### config.mk
export PLATFORM = sky130hd
export DESIGN_NAME = bipp_ctrl
export DESIGN_NICKNAME = d
export VERILOG_FILES = /design/src/rtl/bipp_pkg.sv /design/src/rtl/bipp_ctrl.sv
export SDC_FILE = /design/constraint.sdc
export NUM_CORES = 1
export LEC_CHECK = 0
export BUFFER_PORTS_ARGS = -buffer_cell sky130_fd_sc_hd__buf_2
export CORE_MARGIN = 2
export CORE_UTILIZATION = 49
export DETAILED_ROUTE_END_ITERATION = 6
export PLACE_DENSITY = 0.82
export SYNTH_ARGS = -nofsm -noshare
export SYNTH_HDL_FRONTEND = slang
export SYNTH_SLANG_ARGS = --single-unit
### constraint.sdc
create_clock -name aclk -period 4.2 [get_ports aclk]
set_input_delay 0.42 -clock aclk [delete_from_list [all_inputs] [get_ports aclk]]
set_output_delay 0.42 -clock aclk [all_outputs]
set_load 0.03 [all_outputs]
### src/rtl/bipp_pkg.sv
// Shared types and constants for the projection profile peak finder.
`default_nettype none
package bipp_pkg;

    localparam int PIX_W     = 8;
    localparam int ROW_W     = 11;  // per-row white count
    localparam int COL_W     = 10;  // per-column white count
    localparam int TOT_W     = 20;
    localparam int WID_W     = 11;
    localparam int HGT_W     = 10;
    localparam int THR_W     = 16;
    localparam int STEP_W    = 7;
    localparam int SKIP_W    = 8;
    localparam int IDX_W     = 12;  // sweep, clear and scan index
    localparam int FND_W     = 6;   // peak count, saturates one above the peak limit
    localparam int PROD_W    = THR_W + STEP_W;
    localparam int TDATA_W   = 88;
    localparam int TUSER_W   = 2;
    localparam int CFG_IDX_W = 3;
    localparam int CFG_DAT_W = 16;

    localparam logic [PIX_W-1:0] WHITE = 8'hFF;

    localparam logic [CFG_IDX_W-1:0] CFG_WIDTH  = 3'd0;
    localparam logic [CFG_IDX_W-1:0] CFG_HEIGHT = 3'd1;
    localparam logic [CFG_IDX_W-1:0] CFG_THRESH = 3'd2;
    localparam logic [CFG_IDX_W-1:0] CFG_STEP   = 3'd3;
    localparam logic [CFG_IDX_W-1:0] CFG_SKIP   = 3'd4;

    localparam logic [1:0] KIND_SUM = 2'd0;
    localparam logic [1:0] KIND_ROW = 2'd1;
    localparam logic [1:0] KIND_COL = 2'd2;

    // emission phase
    localparam logic [1:0] EPH_SUM  = 2'd0;
    localparam logic [1:0] EPH_ROW  = 2'd1;
    localparam logic [1:0] EPH_COL  = 2'd2;
    localparam logic [1:0] EPH_DONE = 2'd3;

    typedef struct packed {
        logic px_accept;
        logic col_wr;
        logic sweep;
        logic div_start;
        logic div_sel;     // 0: divide by height, 1: by width
        logic scan_init;
        logic win_init;
        logic win_run;
        logic eval;
        logic axis;        // 0: row profile, 1: column profile
        logic clear_init;
        logic clear;
        logic emit_init;
        logic emit_load;
    } bipp_cmd_t;

    typedef struct packed {
        logic white;
        logic frame_end;
        logic sweep_done;
        logic div_done;
        logic scan_more;
        logic win_done;
        logic clr_last;
        logic emit_done;
        logic out_free;
    } bipp_stat_t;

endpackage
`default_nettype wire

### src/rtl/bipp_ctrl.sv
// Controller: sequences pixel intake, frame-end sweep, divides, scans, clearing and output.
`default_nettype none
module bipp_ctrl (
    input  wire                   aclk,
    input  wire                   aresetn,
    input  wire                   s_tvalid,
    output logic                  s_tready,
    input  bipp_pkg::bipp_stat_t  stat,
    output bipp_pkg::bipp_cmd_t   cmd
);

    localparam logic [3:0] ST_CLEAR     = 4'd0;
    localparam logic [3:0] ST_IDLE      = 4'd1;
    localparam logic [3:0] ST_COLWR     = 4'd2;
    localparam logic [3:0] ST_SWEEP     = 4'd3;
    localparam logic [3:0] ST_DIVH_GO   = 4'd4;
    localparam logic [3:0] ST_DIVH_WAIT = 4'd5;
    localparam logic [3:0] ST_DIVW_GO   = 4'd6;
    localparam logic [3:0] ST_DIVW_WAIT = 4'd7;
    localparam logic [3:0] ST_SCAN      = 4'd8;
    localparam logic [3:0] ST_WIN       = 4'd9;
    localparam logic [3:0] ST_EVAL      = 4'd10;
    localparam logic [3:0] ST_EMIT      = 4'd11;

    logic [3:0] state_reg;
    logic [3:0] state_next;
    logic       fe_reg;
    logic       fe_next;
    logic       pend_reg;
    logic       pend_next;
    logic       axis_reg;
    logic       axis_next;

    assign s_tready = state_reg == ST_IDLE;

    always_comb begin
        state_next = state_reg;
        fe_next    = fe_reg;
        pend_next  = pend_reg;
        axis_next  = axis_reg;
        cmd        = '0;
        cmd.axis   = axis_reg;
        case (state_reg)
            ST_CLEAR: begin
                cmd.clear = 1'b1;
                if (stat.clr_last) begin
                    pend_next = 1'b0;
                    if (pend_reg) begin
                        cmd.emit_init = 1'b1;
                        state_next    = ST_EMIT;
                    end else begin
                        state_next = ST_IDLE;
                    end
                end
            end
            ST_IDLE: begin
                if (s_tvalid) begin
                    cmd.px_accept = 1'b1;
                    fe_next       = stat.frame_end;
                    if (stat.white) begin
                        state_next = ST_COLWR;
                    end else if (stat.frame_end) begin
                        state_next = ST_SWEEP;
                    end
                end
            end
            ST_COLWR: begin
                cmd.col_wr = 1'b1;
                state_next = fe_reg ? ST_SWEEP : ST_IDLE;
            end
            ST_SWEEP: begin
                cmd.sweep = 1'b1;
                if (stat.sweep_done) begin
                    state_next = ST_DIVH_GO;
                end
            end
            ST_DIVH_GO: begin
                cmd.div_start = 1'b1;
                state_next    = ST_DIVH_WAIT;
            end
            ST_DIVH_WAIT: begin
                if (stat.div_done) begin
                    state_next = ST_DIVW_GO;
                end
            end
            ST_DIVW_GO: begin
                cmd.div_start = 1'b1;
                cmd.div_sel   = 1'b1;
                state_next    = ST_DIVW_WAIT;
            end
            ST_DIVW_WAIT: begin
                cmd.div_sel = 1'b1;
                if (stat.div_done) begin
                    cmd.scan_init = 1'b1;
                    axis_next     = 1'b0;
                    state_next    = ST_SCAN;
                end
            end
            ST_SCAN: begin
                if (stat.scan_more) begin
                    cmd.win_init = 1'b1;
                    state_next   = ST_WIN;
                end else if (!axis_reg) begin
                    // row profile done, move to the column profile
                    cmd.scan_init = 1'b1;
                    axis_next     = 1'b1;
                end else begin
                    cmd.clear_init = 1'b1;
                    pend_next      = 1'b1;
                    state_next     = ST_CLEAR;
                end
            end
            ST_WIN: begin
                cmd.win_run = 1'b1;
                if (stat.win_done) begin
                    state_next = ST_EVAL;
                end
            end
            ST_EVAL: begin
                cmd.eval   = 1'b1;
                state_next = ST_SCAN;
            end
            ST_EMIT: begin
                cmd.emit_load = stat.out_free && !stat.emit_done;
                if (stat.emit_done) begin
                    state_next = ST_IDLE;
                end
            end
            default: begin
                state_next = ST_CLEAR;
            end
        endcase
    end

    always_ff @(posedge aclk) begin
        if (!aresetn) begin
            state_reg <= ST_CLEAR;
            fe_reg    <= 1'b0;
            pend_reg  <= 1'b0;
            axis_reg  <= 1'b0;
        end else begin
            state_reg <= state_next;
            fe_reg    <= fe_next;
            pend_reg  <= pend_next;
            axis_reg  <= axis_next;
        end
    end

`ifndef NO_ASSERTIONS
    a_idle_no_pend: assert property (@(posedge aclk) disable iff (!aresetn)
        (state_reg == ST_IDLE) |-> !pend_reg)
        else $error("idle with a frame still pending");
    a_div_done_wait: assert property (@(posedge aclk) disable iff (!aresetn)
        stat.div_done |-> (state_reg == ST_DIVH_WAIT || state_reg == ST_DIVW_WAIT))
        else $error("divider finished outside a wait state");
    a_emit_clean: assert property (@(posedge aclk) disable iff (!aresetn)
        cmd.emit_init |-> stat.emit_done)
        else $error("new frame results started over unfinished ones");
`endif

endmodule
`default_nettype wire

# [Yosys cells after proc, flatten, opt, wreduce, memory -nomap -nowiden]
# Cells that the tools add are included.
[op_classes] addsub=0 mul=0 n_div=0 magnitude_cmp=0 eq_ne=22 shifts=0 n_mux=42 bitwise_logic=0 n_reduce_logical=11
[op_table] cell="$mux W4" n=12
[op_table] cell="$pmux W4 S12" n=1
[op_table] cell="$mux W1" n=24
[op_table] cell="$ne A2 B2 Y1 const B" n=9
[op_table] cell="$eq A4 B3 Y1 const B" n=4
[op_table] cell="$eq A4 B4 Y1 const B" n=4
[op_table] cell="$reduce_and A9 Y1" n=1
[op_table] cell="$eq A4 B2 Y1 const B" n=2
[op_table] cell="$pmux W1 S2" n=3
[op_table] cell="$eq A4 B1 Y1 const B" n=1
[op_table] cell="$logic_not A4 Y1" n=1
[op_table] cell="$mux W2" n=2
[op_table] cell="$reduce_and A4 Y1" n=1
[op_table] cell="$reduce_bool A2 Y1" n=2
[op_table] cell="$reduce_or A2 Y1" n=2
[op_table] cell="$ne A3 B1 Y1 const B" n=1
[op_table] cell="$ne A3 B3 Y1 const B" n=1
[op_table] cell="$reduce_and A3 Y1" n=1
[op_table] cell="$reduce_and A2 Y1" n=1
[op_table] cell="$logic_and A1 B1 Y1" n=1
[op_table] cell="$logic_not A1 Y1" n=1
[totals] regBits=7 latchBits=0 ram_bits=0 romBits=0 inputBits=12 out_inout_bits=15 word_cells=79 memories=0

# [Depth between registers and ports, before layout]
# Gate-level depths: netlist of run 1.
[depth] depth_word=4 ltp_mapped=6 depth_no_buf=5

# [Worst setup path after synthesis of run 1]
# No wires, ideal clock.
[synth_path] path_type="register -> output" start="register state_reg[2]" end="output cmd[1] (netlist bit)" arrival_ps=2091 required_ps=3780 slack_ps=1689 stages_incl_launch_ff=5 n_path_buf=2 cell_sequence="dfxtp_1 -> buf_2 -> buf_2 -> nor4_1 -> and3_1"
[synth_rtl] element="start, declared" line="bipp_ctrl.sv:25" source="logic [3:0] state_reg;"
[synth_rtl] element="start signal, assigned" line="bipp_ctrl.sv:142" source="state_reg <= state_next;"
[synth_rtl] element="end, declared" line="bipp_ctrl.sv:9" source="output bipp_pkg::bipp_cmd_t cmd"

==> results of run 1 <==
-- layout by cell type, fill, tap and decap left out, types with 2 or more instances in the layout --
cell type  netlist  final
nor3_1           9      9
dfxtp_1          7      7
nor2_1          11     11
buf_2            3     26
nand2b_1         2      2
and2_1           3      3
mux2i_1          2      2
nand3_1          4      4
o21ai_1          2      2
a21oi_1          3      3
nor4_1           2      2
nor2b_1          2      2
and3_1           2      2
inv_1            4      4
nand3_2          2      2
clkbuf_4         0      3
nand2_1          5      5
a31oi_1          2      2
o21ai_0          4      4
-- power groups by stage --
stage / combinational, mW / clock (mW) / sequential, mW
detailed placement: 0.244 / 0 / 0.126
finish: 0.248 / 0.0651 / 0.128
CTS: 0.245 / 0.0654 / 0.125
global route: 0.268 / 0.0706 / 0.132
floorplan: 0.231 / 0 / 0.0922
global placement: 0.243 / 0 / 0.126
-- routing by layer --
metal / up-vias / GRT usage, % / wire [µm]
li1: 368 / - / -
met1: 324 / 31.00 / 672
met2: 50 / 38.31 / 778
met3: 6 / 6.667 / 209
met4: 0 / 6.667 / 27
met5: - / 0 / 0
-- stage by stage --
stage          power (mW)  cell area [µm²]  worst slack [ns]
2_1_floorplan      0.3232            641.9             1.689
6_report           0.4412            779.5             1.984
3_3_place_gp       0.3686            753.2             2.317
5_1_grt            0.4709            779.5             1.859
3_5_place_dp       0.3700            753.2             2.306
4_1_cts            0.4356            779.5             2.031
-- area by class of cell --
type                            instances  share of cell area [%]
Timing Repair Buffer                   26                   16.69
Tap cell                               15                   2.408
Sequential cell                         7                   17.98
Inverter                                4                   1.926
Clock buffer                            4                   3.371
Multi-Input combinational cell         71                   57.62
-- cells by family (layout without fill, tap and decap cells) --
logic type,Yosys count,count (layout),synth area share [%]
simple gates,48,48,43.08
buf+inv,10,34,8.186
compound gates,21,21,23.78
flops,7,7,21.83
mux,2,2,3.119
-- worst max-delay path by stage --
stage,end,slack [ns],cells past startpoint
6_report,cmd[0],1.98,4
5_1_grt,cmd[0],1.86,4
4_1_cts,cmd[0],2.03,4
3_5_place_dp,cmd[0],2.31,4
3_3_place_gp,cmd[0],2.32,4
2_1_floorplan,cmd[1],1.69,4
==> impl_metrics.json, run 1 <==
{
  "tritoncts": "done",
  "die-area_um2": 1615,
  "ir_worst_vdd_mv": 0.3321,
  "syn-cell-area_um2": 641.9,
  "grt_pass1_wl_um": 2546,
  "yosysWarnings": 0,
  "cpMaxStageDelayCell": "dfxtp_1",
  "synth.distinct_cells": 35,
  "min_path_type": "in2reg",
  "ff_latch_area_um2": 140.1,
  "ios": 27,
  "worstHoldStart": "aresetn",
  "holdWs_ns": 0.4087,
  "antenna_found_initial": 0,
  "max_freq_mhz": 451.2,
  "ys_ff_latch": 7,
  "cpPeakStageDelay_ns": 0.66,
  "finalHoldViolations": 0,
  "synth_top_area_cell": "dfxtp_1",
  "synth_edf_count": 0,
  "critPathTopFamily": "simple AND/OR/NAND/NOR gates",
  "synthTopCellsByArea": "dfxtp_1 22%, nor3_1 7.0%, nor2_1 6.4%",
  "syn_nets": 100,
  "switching_share_pct": 51.55,
  "crit_type": "reg2out",
  "clk_pin_slew_ns": 0.06,
  "maxSlewHeadroom_pct": 61.70,
  "netlist.area_leader.share_pct": 21.83,
  "switchingPower_mw": 0.2274,
  "comb_power_share_pct": 56.3,
  "totalWireLength_um": 1687,
  "max_cap_violations": 0,
  "ctsRootBufferMaster": "clkbuf_4",
  "core.rowCount": 13,
  "via_per_inst": 5.890,
  "period_needed_ns": 2.216,
  "die_y_um": 40.19,
  "drtIter0Drc": 35,
  "finalCritPeriodShare_pct": 52.77,
  "cts_buffers": 3,
  "hold_end": "axis_reg",
  "syn_inst": 88,
  "critical_path.cell_chain": "nand2_1, or3_4, nor2_1, buf_2",
  "vias": 748,
  "synth.most_common_cell": "nor2_1",
  "grt_start_max_net_pins": 18,
  "p_per_area_nw_per_um2": 566.0,
  "largest_reg_flops": 4,
  "detail-route-antenna-nets": 0,
  "finalSetupTns_ns": 0,
  "final_core_util_pct": 61.44,
  "reg2reg_slack_ns": 2.43,
  "port_buffers": 26,
  "htree_levels": 1,
  "setup-violations-final": 0,
  "cp_max_fo": 16,
  "post_cts_resize_count": 0,
  "die_w_um": 40.19,
  "required_ns": 3.78,
  "reg2reg_depth": 5,
  "avgSynthCellArea_um2": 7.294,
  "place_hpwl_um": 1197,
  "wl_per_cell_um": 13.28,
  "coreArea_um2": 1269,
  "dp_cells": 123,
  "post_cts_buffers": 0,
  "cts.sinks": 7,
  "clock_path_buffers": 2,
  "yosys-top-cells-count": "11 x nor2_1, 9 x nor3_1, 7 x dfxtp_1",
  "cts_hold_buf": 0,
  "timing.rr.start": "state_reg[3]",
  "cellLeakagePower_nw": 0.3628,
  "nFillCells": 116,
  "dr.pass1.iters": 4,
  "p_clk_share_pct": 14.8,
  "hold_path_depth": 2,
  "worst_setup_path_end_kind": "output port",
  "startpoint": "state_reg[0]",
  "final_cells": 127,
  "grt_overflow": 0,
  "synthFlopType": "dfxtp_1",
  "p_seq_share_pct": 29.0,
  "fin_skew_ns": 0.005843,
  "path_buf_inv": 1,
  "start_util_pct": 50.59,
  "place_congestion": 0.8967,
  "layout-drive-gt1-share_pct": 33.04,
  "yosysSeqAreaShare_pct": 21.83,
  "internal_power_mw": 0.2137,
  "report.final.slew_viol_count": 0,
  "multiInputGateArea_um2": 449.2,
  "clock_latency_ns": 0.26,
  "worstMarginPinSlew_ns": 0.5737,
  "area_growth_pct": 21.44,
  "drcViolationCount": 0,
  "num-nets-final": 125,
  "ys_async_sr_fraction_pct": 0,
  "grt_pass1_vias": 577,
  "rsz0062_at_grt": "no",
  "grt_usage_pct": 23.85,
  "crit_path_start_kind": "register",
  "status": "finished, final reports clean",
  "reg2reg_to": "state_reg[3]",
  "worst-endpoint-arrival_ns": 1.80,
  "antenna_cells": 0
}
Power figures use the tool's default switching activity.
==> run 2, diff against run 1 <==
--- a/config.mk
+++ b/config.mk
@@ -7,9 +7,9 @@
 export LEC_CHECK = 0
 export BUFFER_PORTS_ARGS = -buffer_cell sky130_fd_sc_hd__buf_2
 export CORE_MARGIN = 2
-export CORE_UTILIZATION = 49
+export CORE_UTILIZATION = 46
 export DETAILED_ROUTE_END_ITERATION = 6
-export PLACE_DENSITY = 0.82
+export PLACE_DENSITY = 0.77
 export SYNTH_ARGS = -nofsm -noshare
 export SYNTH_HDL_FRONTEND = slang
 export SYNTH_SLANG_ARGS = --single-unit
==> constraint.sdc (replaced) <==
create_clock -name aclk -period 2.2 [get_ports aclk]
set_input_delay 0.22 -clock aclk [delete_from_list [all_inputs] [get_ports aclk]]
set_output_delay 0.22 -clock aclk [all_outputs]
set_load 0.03 [all_outputs]
==> impl_metrics.json, run 2 (synthesis gave the netlist of run 1 again) <==
{
  "worst_setup_path_end_kind": "output port",
  "dr.pass1.iters": 4,
  "critical_path.cell_chain": "nand2_1, or3_4, nor2_1, buf_2",
  "rsz0062_at_grt": "no",
  "maxSlewHeadroom_pct": 61.52,
  "status": "finished, final reports clean",
  "max_freq_mhz": 493.6,
  "cts.sinks": 7,
  "port_buffers": 26,
  "die-area_um2": 1710,
  "min_path_type": "in2reg",
  "ios": 27,
  "timing.rr.start": "state_reg[0]",
  "drtIter0Drc": 22,
  "area_growth_pct": 23.59,
  "layout-drive-gt1-share_pct": 34.51,
  "totalWireLength_um": 1725,
  "fin_skew_ns": 0.003357,
  "worst-endpoint-arrival_ns": 1.81,
  "place_congestion": 0.8722,
  "grt_pass1_vias": 572,
  "coreArea_um2": 1301,
  "grt_start_max_net_pins": 17,
  "finalSetupTns_ns": 0,
  "layout_common_cells": "26 x buf_2, 11 x nor2_1, 9 x nor3_1",
  "period_needed_ns": 2.026,
  "clk_pin_slew_ns": 0.06,
  "cp_max_fo": 16,
  "start_util_pct": 49.33,
  "clock_latency_ns": 0.26,
  "worstHoldStart": "aresetn",
  "largest_reg_flops": 4,
  "crit_type": "reg2out",
  "ctsRootBufferMaster": "clkbuf_4",
  "max_cap_violations": 0,
  "place_hpwl_um": 1281,
  "detail-route-antenna-nets": 0,
  "cpPeakStageDelay_ns": 0.66,
  "ir_worst_vdd_mv": 0.6252,
  "wl_per_cell_um": 13.48,
  "antenna_found_initial": 0,
  "die_w_um": 41.36,
  "cts_buffers": 3,
  "final_core_util_pct": 60.96,
  "vias": 751,
  "tritoncts": "done",
  "required_ns": 1.98,
  "htree_levels": 1,
  "grt_overflow": 0,
  "grt_usage_pct": 22.64,
  "post_cts_resize_count": 0,
  "cpMaxStageDelayCell": "dfxtp_1",
  "setup-violations-final": 0,
  "grt_pass1_wl_um": 2539,
  "cts_hold_buf": 0,
  "via_per_inst": 5.867,
  "p_per_area_nw_per_um2": 1087,
  "num-nets-final": 126,
  "worstMarginPinSlew_ns": 0.5764,
  "finalCritPeriodShare_pct": 92.10,
  "post_cts_buffers": 0,
  "die_y_um": 41.36,
  "startpoint": "state_reg[0]",
  "report.final.slew_viol_count": 0,
  "cellLeakagePower_nw": 0.3695,
  "core.rowCount": 13,
  "finalHoldViolations": 0,
  "layout_commonest_cell": "buf_2",
  "crit_path_start_kind": "register",
  "antenna_cells": 0,
  "clock_path_buffers": 2,
  "drcViolationCount": 0
}
## run 2: final timing paths
path	end	slack, ns	cells past startpoint
min	axis_reg	0.20	2
max	cmd[0]	0.17	4
max reg2reg	state_reg[1]	0.43	5
min reg2reg	fe_reg	0.50	2
## run 2: power by group
group	internal, mW	switching [mW]	total [mW]
Clock	0.0696	0.0528	0.122
Combinational	0.197	0.309	0.507
Sequential	0.152	0.0812	0.233
Total	0.419	0.443	0.862
## run 2: final cells by class
| cell class | instances | area (µm²) |
|---|---|---|
| sequential | 7 | 140.1 |
| tap | 15 | 18.77 |
| inverter | 4 | 15.01 |
| multi-input combinational | 71 | 455.4 |
| timing repair buffer | 27 | 137.6 |
| fill | 127 | 508.0 |
| clock buffer | 4 | 26.28 |
## run 2: per-stage QoR
step / cells / total power, mW / instance area [µm²] / hold slack (ns) / worst slack (ns)
finish: 128 / 0.8621 / 793.3 / 0.2023 / 0.1739
global route: 128 / 0.9259 / 793.3 / 0.2220 / 0.04667
CTS: 128 / 0.8562 / 793.3 / 0.1997 / 0.1846
detailed placement: 124 / 0.7324 / 767.0 / 0.4630 / 0.4610
global placement: 124 / 0.7259 / 767.0 / 0.4601 / 0.5172
floorplan: 88 / 0.6246 / 648.1 / 0.3534 / 0.06013
## run 2: worst max-delay path, delay by kind of cell (launching register included)
family,cells,cell delay [ns]
DFF,1,0.66
buffers and inverters,1,0.19
and+or+nand+nor,3,0.69
## run 2: layer usage
layer  vias to the layer above  track usage [%]  wire length [µm]  share of wire [%]
li1                        371                -                 -                  -
met3                         5            1.596               145                8.4
met2                        46            32.42               756                 44
met1                       329            34.63               792                 46
met4                         0            8.871                30                1.7
met5                         -                0                 0                  0
